==> src/rtl/tet_pkg.sv <==
package tet_pkg;
  localparam int TABLE_SLOTS = 64;
  localparam int TIME_BITS = 48;
  localparam int SLOT_W = $clog2(TABLE_SLOTS);
  localparam int CNT_W = SLOT_W + 1;

  typedef enum logic [1:0] {
    MODE_ADD = 2'd0,
    MODE_REMOVE = 2'd1,
    MODE_TICK = 2'd2,
    MODE_COMPACT = 2'd3
  } mode_t;

  typedef enum logic [1:0] {
    ST_DONE = 2'd0,
    ST_FIRED = 2'd1,
    ST_FULL = 2'd2,
    ST_NONE = 2'd3
  } status_t;

  typedef enum logic [1:0] {
    SL_FREE = 2'd0,
    SL_TOMB = 2'd1,
    SL_BUSY = 2'd2
  } slot_t;

  typedef struct packed {
    logic [1:0]  mode;
    logic [7:0]  timer_id;
    logic [47:0] deadline;
    logic [47:0] now_time;
  } in_item_t;

  typedef struct packed {
    logic [1:0]  status;
    logic [7:0]  fired_id;
    logic [47:0] fire_time;
    logic        last;
  } out_item_t;

  typedef struct packed {
    mode_t                mode;
    logic [7:0]           timer_id;
    logic [TIME_BITS-1:0] tval;
  } cmd_t;

  typedef enum logic [2:0] {
    B_IDLE,
    B_SCAN,
    B_CLEAR,
    B_SEL,
    B_SELW,
    B_EMIT
  } bstate_t;
endpackage

==> src/rtl/tet_front.sv <==
module tet_front
  import tet_pkg::*;
(
  input  logic     clk,
  input  logic     rst,
  input  logic     in_valid,
  output logic     in_stall,
  input  in_item_t in_item,
  output logic     q_valid,
  input  logic     q_take,
  output cmd_t     q_cmd
);
  cmd_t q0, q1;
  logic [1:0] cnt;
  cmd_t cin;
  logic push, pop;

  always_comb begin
    cin.mode = mode_t'(in_item.mode);
    cin.timer_id = in_item.timer_id;
    cin.tval = (in_item.mode == MODE_TICK) ? in_item.now_time[TIME_BITS-1:0]
                                           : in_item.deadline[TIME_BITS-1:0];
  end

  assign in_stall = (cnt == 2'd2);
  assign push = in_valid && !in_stall;
  assign pop = q_take && (cnt != 2'd0);
  assign q_valid = (cnt != 2'd0);
  assign q_cmd = q0;

  always_ff @(posedge clk) begin
    if (rst) begin
      cnt <= 2'd0;
    end else begin
      cnt <= cnt + {1'b0, push} - {1'b0, pop};
    end
    if (pop) begin
      q0 <= (push && cnt == 2'd1) ? cin : q1;
    end else if (push && cnt == 2'd0) begin
      q0 <= cin;
    end
    if (push && ((cnt == 2'd1 && !pop) || (cnt == 2'd2 && pop))) begin
      q1 <= cin;
    end
  end
endmodule

==> config.mk <==
export PLATFORM = sky130hd
export DESIGN_NAME = tet_front
export DESIGN_NICKNAME = d
export VERILOG_FILES = /design/src/rtl/tet_pkg.sv /design/src/rtl/tet_front.sv
export SDC_FILE = /design/constraint.sdc
export NUM_CORES = 1
export LEC_CHECK = 0
export ABC_AREA = 1
export BUFFER_PORTS_ARGS = -buffer_cell sky130_fd_sc_hd__buf_2
export CELL_PAD_IN_SITES_DETAIL_PLACEMENT = 1
export CELL_PAD_IN_SITES_GLOBAL_PLACEMENT = 1
export CORE_MARGIN = 4
export CORE_UTILIZATION = 43
export CTS_BUF_LIST = sky130_fd_sc_hd__clkbuf_8
export DETAILED_ROUTE_END_ITERATION = 8
export GPL_TIMING_DRIVEN = 0
export PLACE_DENSITY_LB_ADDON = 0.12
export SYNTH_ARGS = -nofsm -noshare
export SYNTH_HDL_FRONTEND = slang
export SYNTH_SLANG_ARGS = --single-unit
==> constraint.sdc <==
create_clock -name clk -period 9 [get_ports clk]
set_input_delay 1.8 -clock clk [delete_from_list [all_inputs] [get_ports clk]]
set_output_delay 1.8 -clock clk [all_outputs]
set_load 0.01 [all_outputs]
-- Word level (Yosys, flattened, before mapping)
Index checks and enable logic that the tools add are counted.
- register bits: 118
- bits of input ports: 110
- output and inout port bits: 60
- word-level logic and storage cells: 29
- add/subtract/negate cells: 2
- eq/ne operators: 3
- mux-type cells: 4
- reduce and logical (&&, ||, !) cells: 13
- operators with widths (operator ; number):
    58-bit 2-to-1 mux ; 3
    48-bit 2-to-1 mux ; 1
    1-bit logical AND ; 7
    2-bit equality test (second input constant) ; 2
    2-bit nonzero test ; 2
    2-bit by 1-bit adder with 2-bit output ; 1
    2-bit by 1-bit equality test with 1-bit output (second input constant) ; 1
    1-bit logical NOT ; 2
    2-bit logical NOT ; 1
    2-bit by 1-bit subtractor with 2-bit output ; 1
    1-bit logical OR ; 1

-- Logic depth before layout (Yosys ltp)
Gate-level depths: netlist of run 1.
- word-level depth: 6
- depth in mapped cells: 12
- depth with buffers taken out: 12

-- Worst setup path after synthesis of run 1
Ideal clock, no wire load.
- path kind: input -> register
- start point: input port in_valid
- end point: register q1[0] (netlist bit) (enable)
- library setup time: 0.474 ns
- arrival: 4.691 ns
- required time: 8.526 ns
- slack: 3.835 ns
- stages: 4
- buffers on the path: 2
- cell sequence: nand3_2 buf_2 buf_2 nor2_1
- longest elaborated chain between the ends: 2
- ends and longest elaborated chain (element ; RTL line ; RTL):
    start: declaration ; tet_front.sv:6 ; input logic in_valid,
    1-bit logical AND ; tet_front.sv:26 ; assign push = in_valid && !in_stall;
    1-bit logical AND ; tet_front.sv:42 ; if (push && ((cnt == 2'd1 && !pop) || (cnt == 2'd2 && pop))) begin
    end signal: assignment ; tet_front.sv:43 ; q1 <= cin;
    end: declaration ; tet_front.sv:13 ; cmd_t q0, q1;
No other way between the ends.
A chain may end at the register's enable or synchronous reset.

-- Final worst setup path of run 1
- start point: input port in_valid
- end point: register q1[15] (netlist bit) (enable)
Same word-level chain as after synthesis.

==> results.yml, run 1 <==
yosys:
  synth_fp_nets: 612
  ys_ff_latch: 118
  syn_inst: 501
  synth_area_sq_mm: 0.005179
  syn_avg_cell_area_sq_um: 10.34
  synth_cell_types: 16
  yosysSeqAreaShare: 0.6804
  yosys_warnings: 0
layout:
  areaGrowthSynthToFinish_pct: 27.18
  fin_area_sq_mm: 0.006586
  layout-drive-gt1-share: 0.3129
  final_util: 0.5671
  antenna_cells: 0
  nets: 803
die:
  die_h_um: 117.7
  io_pins: 170
  design.die.area_sq_mm: 0.01386
  initial_core_util: 0.4459
  die_w_um: 117.7
  row_count: 39
  core_area_sq_mm: 0.01161
worst_hold_path:
  hold_path.class: "register to register"
cts:
  cts_buffer_depth: 2
  cts_inserted_buffers: 17
  hold_buffers: 0
  root_buffer: "clkbuf_8"
  insertion_delay_ns: 0.43
  post_cts_buffers: 0
  cts.clk_slew.worst_paths_ns: 0.07
  cts-resized-gates: 0
  cts_tree: "done"
  clock_sinks: 118
  h-tree-depth: 4
sta:
  slew_violations: 0
  fin_crit_sh: 0.3755
  tightest_slew_ns: 0.8938
  fmax_mhz: 295.9
  fin_setup_tns_ns: 0
  fin_worst_skew_ns: 0.009076
  finalHoldViolations: 0
  finalCriticalPeriod_ns: 3.380
  max_slew_margin: 0.4025
  rsz0062_at_grt: "no"
  setup_violations: 0
worst_setup_path:
  cp.required_ns: 9.12
  critical_path.max_stage_delay_ns: 0.46
  end_kind: "register"
  cp.buffers_inverters: 5
  path_common_cell: "buf_2"
  timing.critical_path.max_delay_family: "buffers and inverters"
  crit_fanout: 24
  crit_slowest_cell: "nor2_4"
  startpoint_type: "input pin"
  worstSetupPathType: "input pin to register"
  crit_arrival_ns: 3.50
  crit_chain: "buf_2, nand3_2, buf_2, buf_2, nor2_4, buf_16, buf_16"
grt:
  grt_max_degree: 32
  grt_overflow_total: 0
  first_global_vias: 4760
  grt_pass1_wl_um: 23470
  grt.total_usage: 0.2154
  antenna_found_initial: 0
run:
  maxCapViolations: 0
pwr:
  peakVddDrop_mv: 0.09229
  p_leak_nw: 3.100
  power-per-cell-area_mw_per_mm2: 279.2
  power_w: 0.001839
detailed_routing:
  routedWlPerCell_um: 17.23
  num_vias: 4301
  drc: 0
  antenna_left: 0
  drt_wl_total_um: 14580
  first_iter_violations: 249
  viasPerCell: 5.084
  drt_pass1_iterations: 5
placement:
  io_buffers: 169
  dp_hpwl_um: 10730
  routabilityCongestion: 0.7640
  placed_cell_area_sq_mm: 0.006297
run_status:
  status: "finished clean"
where the power goes:
part	internal [W]	leakage (nW)	switching, W
Clock	0.000176	0.173	0.000194
Combinational	0.000205	1.81	0.000401
Sequential	0.000817	1.11	0.0000469
Total	0.00120	3.10	0.000642
cell usage in the layout (no fill, tap or decap), types with 2 or more instances in the layout:
cell      instances
buf_4             4
nor2_4            2
edfxtp_1        116
clkbuf_8         17
dfxtp_1           2
buf_16            2
buf_2           183
buf_6             3
nor2_1            6
clkbuf_1         12
clkinv_1          3
nand2_1         222
clkinv_2          5
inv_1            13
nand3_1         107
state kept, by name (all words and copies together) (netlist names):
name / count
cnt: 2
q1: 58
q_cmd: 58
layout make-up:
cell class | instances | area [sq um]
fillers | 1387 | 5027
clock buffers | 17 | 234.0
multi-input cells | 341 | 1460
flip-flops and latches | 118 | 3523
well taps | 143 | 178.9
plain buffers | 34 | 183.9
repair buffers | 172 | 920.9
inverters | 8 | 30.03
clock inverters | 13 | 55.05
layer usage:
layer	up-vias	routed length, um	global-route usage
met5	-	0	0
met4	0	268	0.08132
met3	23	818	0.05911
met2	129	7620	0.3891
met1	2060	5872	0.2416
li1	2089	-	-
through the flow:
step | worst slack [ns] | cells | hold slack, ns
4_1_cts | 5.616 | 846 | 0.5487
3_5_place_dp | 5.157 | 816 | 0.5353
5_1_grt | 5.542 | 846 | 0.5756
2_1_floorplan | 3.835 | 501 | 0.5213
6_report | 5.620 | 846 | 0.5446
3_3_place_gp | 2.250 | 813 | 0.5274
worst reg2reg max path, stage by stage, from the launching register on:
cell and delay (ns):
dfxtp_1 0.44, nand3_2 0.24, buf_2 0.26, buf_2 0.22
nor2_4 0.46, buf_16 0.25, buf_16 0.19
cell usage after synthesis (all sizes together):
master	instances	area, sq um
clkbuf	13	50.04
nand3	108	545.5
nand2	222	833.3
o21bai	1	7.510
dfxtp	2	40.04
buf	21	133.9
ha	1	12.51
o21ai	1	5.000
inv	8	30.03
nor2	8	37.54
edfxtp	116	3483
logic make-up (layout without fill, tap and decap cells):
group | count (synthesis) | count (layout) | share of synthesized area
AND/OR/NAND/NOR | 338 | 338 | 0.2735
flip-flops | 118 | 118 | 0.6804
buffers and inverters | 42 | 244 | 0.04131
AO/OA/AOI/OAI | 2 | 2 | 0.002416
adder cells (fa/ha/maj) | 1 | 1 | 0.002416
path summary, 6_finish.rpt:
path | startpoint | endpoint | cells after the start | slack [ns]
max | in_valid | q1[15] | 7 | 5.62
max reg2reg | cnt[0] | q1[15] | 6 | 6.63
min | q1[21] | q_cmd[21] | 2 | 0.54
min reg2reg | q1[21] | q_cmd[21] | 2 | 0.54
(Power assumes the default switching activity.)
==> run 2, diff against run 1 <==
--- a/config.mk
+++ b/config.mk
@@ -10,7 +10,7 @@
 export CELL_PAD_IN_SITES_DETAIL_PLACEMENT = 1
 export CELL_PAD_IN_SITES_GLOBAL_PLACEMENT = 1
 export CORE_MARGIN = 4
-export CORE_UTILIZATION = 43
+export CORE_UTILIZATION = 36
 export CTS_BUF_LIST = sky130_fd_sc_hd__clkbuf_8
 export DETAILED_ROUTE_END_ITERATION = 8
 export GPL_TIMING_DRIVEN = 0
==> constraint.sdc (replaced) <==
create_clock -name clk -period 3.1 [get_ports clk]
set_input_delay 0.62 -clock clk [delete_from_list [all_inputs] [get_ports clk]]
set_output_delay 0.62 -clock clk [all_outputs]
set_load 0.01 [all_outputs]
==> run 2 against run 1 <==
Net effect:
- cell count rose by 4.7%
- clock skew fell by 0.0044 ns
- via count fell by 0.33%
==> results.yml, run 2 (same netlist as run 1, synthesis figures left out) <==
run_status:
  status: "finished clean"
grt:
  first_global_vias: 4668
  grt_max_degree: 32
  grt_overflow_total: 0
  grt.total_usage: 0.1883
  antenna_found_initial: 2
  grt_pass1_wl_um: 23630
layout:
  nets: 803
  final_util: 0.4849
  layout_common_cells: "nand2_1, buf_2, edfxtp_1, nand3_1, clkbuf_8"
  layout-drive-gt1-share: 0.3234
  areaGrowthSynthToFinish_pct: 30.97
  fin_area_sq_mm: 0.006783
  final_common_cell: "nand2_1"
worst_setup_path:
  path_common_cell: "buf_2"
  timing.critical_path.max_delay_family: "simple AND/OR/NAND/NOR gates"
  critical_path.max_stage_delay_ns: 0.67
  rrSetupSlack_ns: 0.63
  crit_slowest_cell: "nor2_4"
  crit_fanout: 31
  end_kind: "register"
  path_depth: 5
  cp.buffers_inverters: 3
  worstSetupPathType: "register to register"
  r2r.worst_path.cells: 5
  r2r-end: "q1[19]"
  startpoint: "cnt[0]"
  crit_arrival_ns: 2.61
  crit_chain: "nand3_2, buf_2, buf_2, nor2_4, buf_12"
  r2r-start: "cnt[0]"
  endpoint: "q1[19]"
  cp.required_ns: 3.24
  startpoint_type: "register"
sta:
  max_slew_margin: 0.4253
  tightest_slew_ns: 0.8600
  fin_crit_sh: 0.7970
  setup_violations: 0
  finalHoldViolations: 0
  fmax_mhz: 404.7
  rsz0062_at_grt: "no"
  finalCriticalPeriod_ns: 2.471
  slew_violations: 0
  fin_worst_skew_ns: 0.004692
  whs_ns: 0.3409
cts:
  cts_inserted_buffers: 17
  h-tree-depth: 4
  cts-resized-gates: 0
  root_buffer: "clkbuf_8"
  cts.clk_slew.worst_paths_ns: 0.07
  cts_buffer_depth: 2
  hold_buffers: 0
  clock_sinks: 118
  insertion_delay_ns: 0.44
  cts_tree: "done"
  post_cts_buffers: 0
detailed_routing:
  antenna_left: 0
  drt_pass1_iterations: 4
  first_iter_violations: 270
  routedWlPerCell_um: 16.59
  viasPerCell: 4.839
  drt_wl_total_um: 14700
  drc: 0
  num_vias: 4287
die:
  design.die.area_sq_mm: 0.01637
  io_pins: 170
  core_area_sq_mm: 0.01399
  initial_core_util: 0.3702
  row_count: 43
  die_w_um: 127.9
  die_h_um: 127.9
pwr:
  pwr-share-comb: 0.305
  power-per-cell-area_mw_per_mm2: 867.9
  p_leak_nw: 3.133
  swShare: 0.3317
  power_w: 0.005886
  p_int_w: 0.003934
  p_seq_frac: 0.425
  peakVddDrop_mv: 0.3009
  clkPwrFrac: 0.269
  p_switching_w: 0.001953
placement:
  placed_cell_area_sq_mm: 0.006336
  dp_hpwl_um: 10910
  io_buffers: 169
  routabilityCongestion: 0.7487
run:
  maxCapViolations: 0
worst_hold_path:
  hold_path.class: "input pin to register"
[run 2: changes by cell type in the layout (fill, tap and decap cells not counted), sizes merged]
cell,previous run,this run
diode,0,1
inv,13,8
clkinvlp,0,5
clkinv,8,5
bufinv,0,5
[run 2: worst reg2reg max path, cell delays in order, from the launching register on]
cell	delay, ns
dfxtp_1	0.44
nand3_2	0.24
buf_2	0.26
buf_2	0.22
nor2_4	0.68
buf_12	0.30
[run 2: per-layer routing]
metal,track usage,routed length (um),up-vias
met5,0,14,-
met3,0.05125,1037,26
met1,0.2285,6060,2024
met4,0.07553,309,4
li1,-,-,2086
met2,0.3182,7274,147
[run 2: final cells by class]
class,instances,area (sq um)
fillers,1644,7206
flip-flops and latches,118,3523
multi-input cells,341,1460
repair buffers,172,913.4
clock buffers,17,234.0
well taps,180,225.2
clock inverters,15,210.2
plain buffers,34,183.9
inverters,8,30.03
diodes,1,2.502
[run 2: how the worst min path moves through the flow]
| stage | from | to | slack (ns) | cells past startpoint |
|---|---|---|---|---|
| finish | rst | cnt[0] | 0.34 | 2 |
| floorplan | q1[48] | q_cmd[48] | 0.52 | 2 |
| global route | rst | cnt[0] | 0.32 | 2 |
| CTS | rst | cnt[0] | 0.31 | 2 |
| detailed placement | q1[8] | q_cmd[8] | 0.54 | 2 |
| global placement | q1[49] | q_cmd[49] | 0.53 | 2 |
[run 2: power by group through the flow]
| stage | Sequential [W] | Combinational, W | Clock [W] |
|---|---|---|---|
| after floorplan | 0.00272 | 0.000789 | 0 |
| after global placement | 0.00257 | 0.00168 | 0 |
| after detailed placement | 0.00254 | 0.00185 | 0 |
| after CTS | 0.00251 | 0.00185 | 0.00163 |
| after global routing | 0.00254 | 0.00201 | 0.00168 |
| final | 0.00250 | 0.00180 | 0.00159 |
[run 2: per-stage QoR]
step,setup TNS (ns),setup slack [ns],cells
finish,0,0.6292,886
global route,0,0.4385,885
CTS,0,0.5573,885
detailed placement,0,0.3165,853
global placement,-98.53,-1.141,850
floorplan,0,0.09331,501
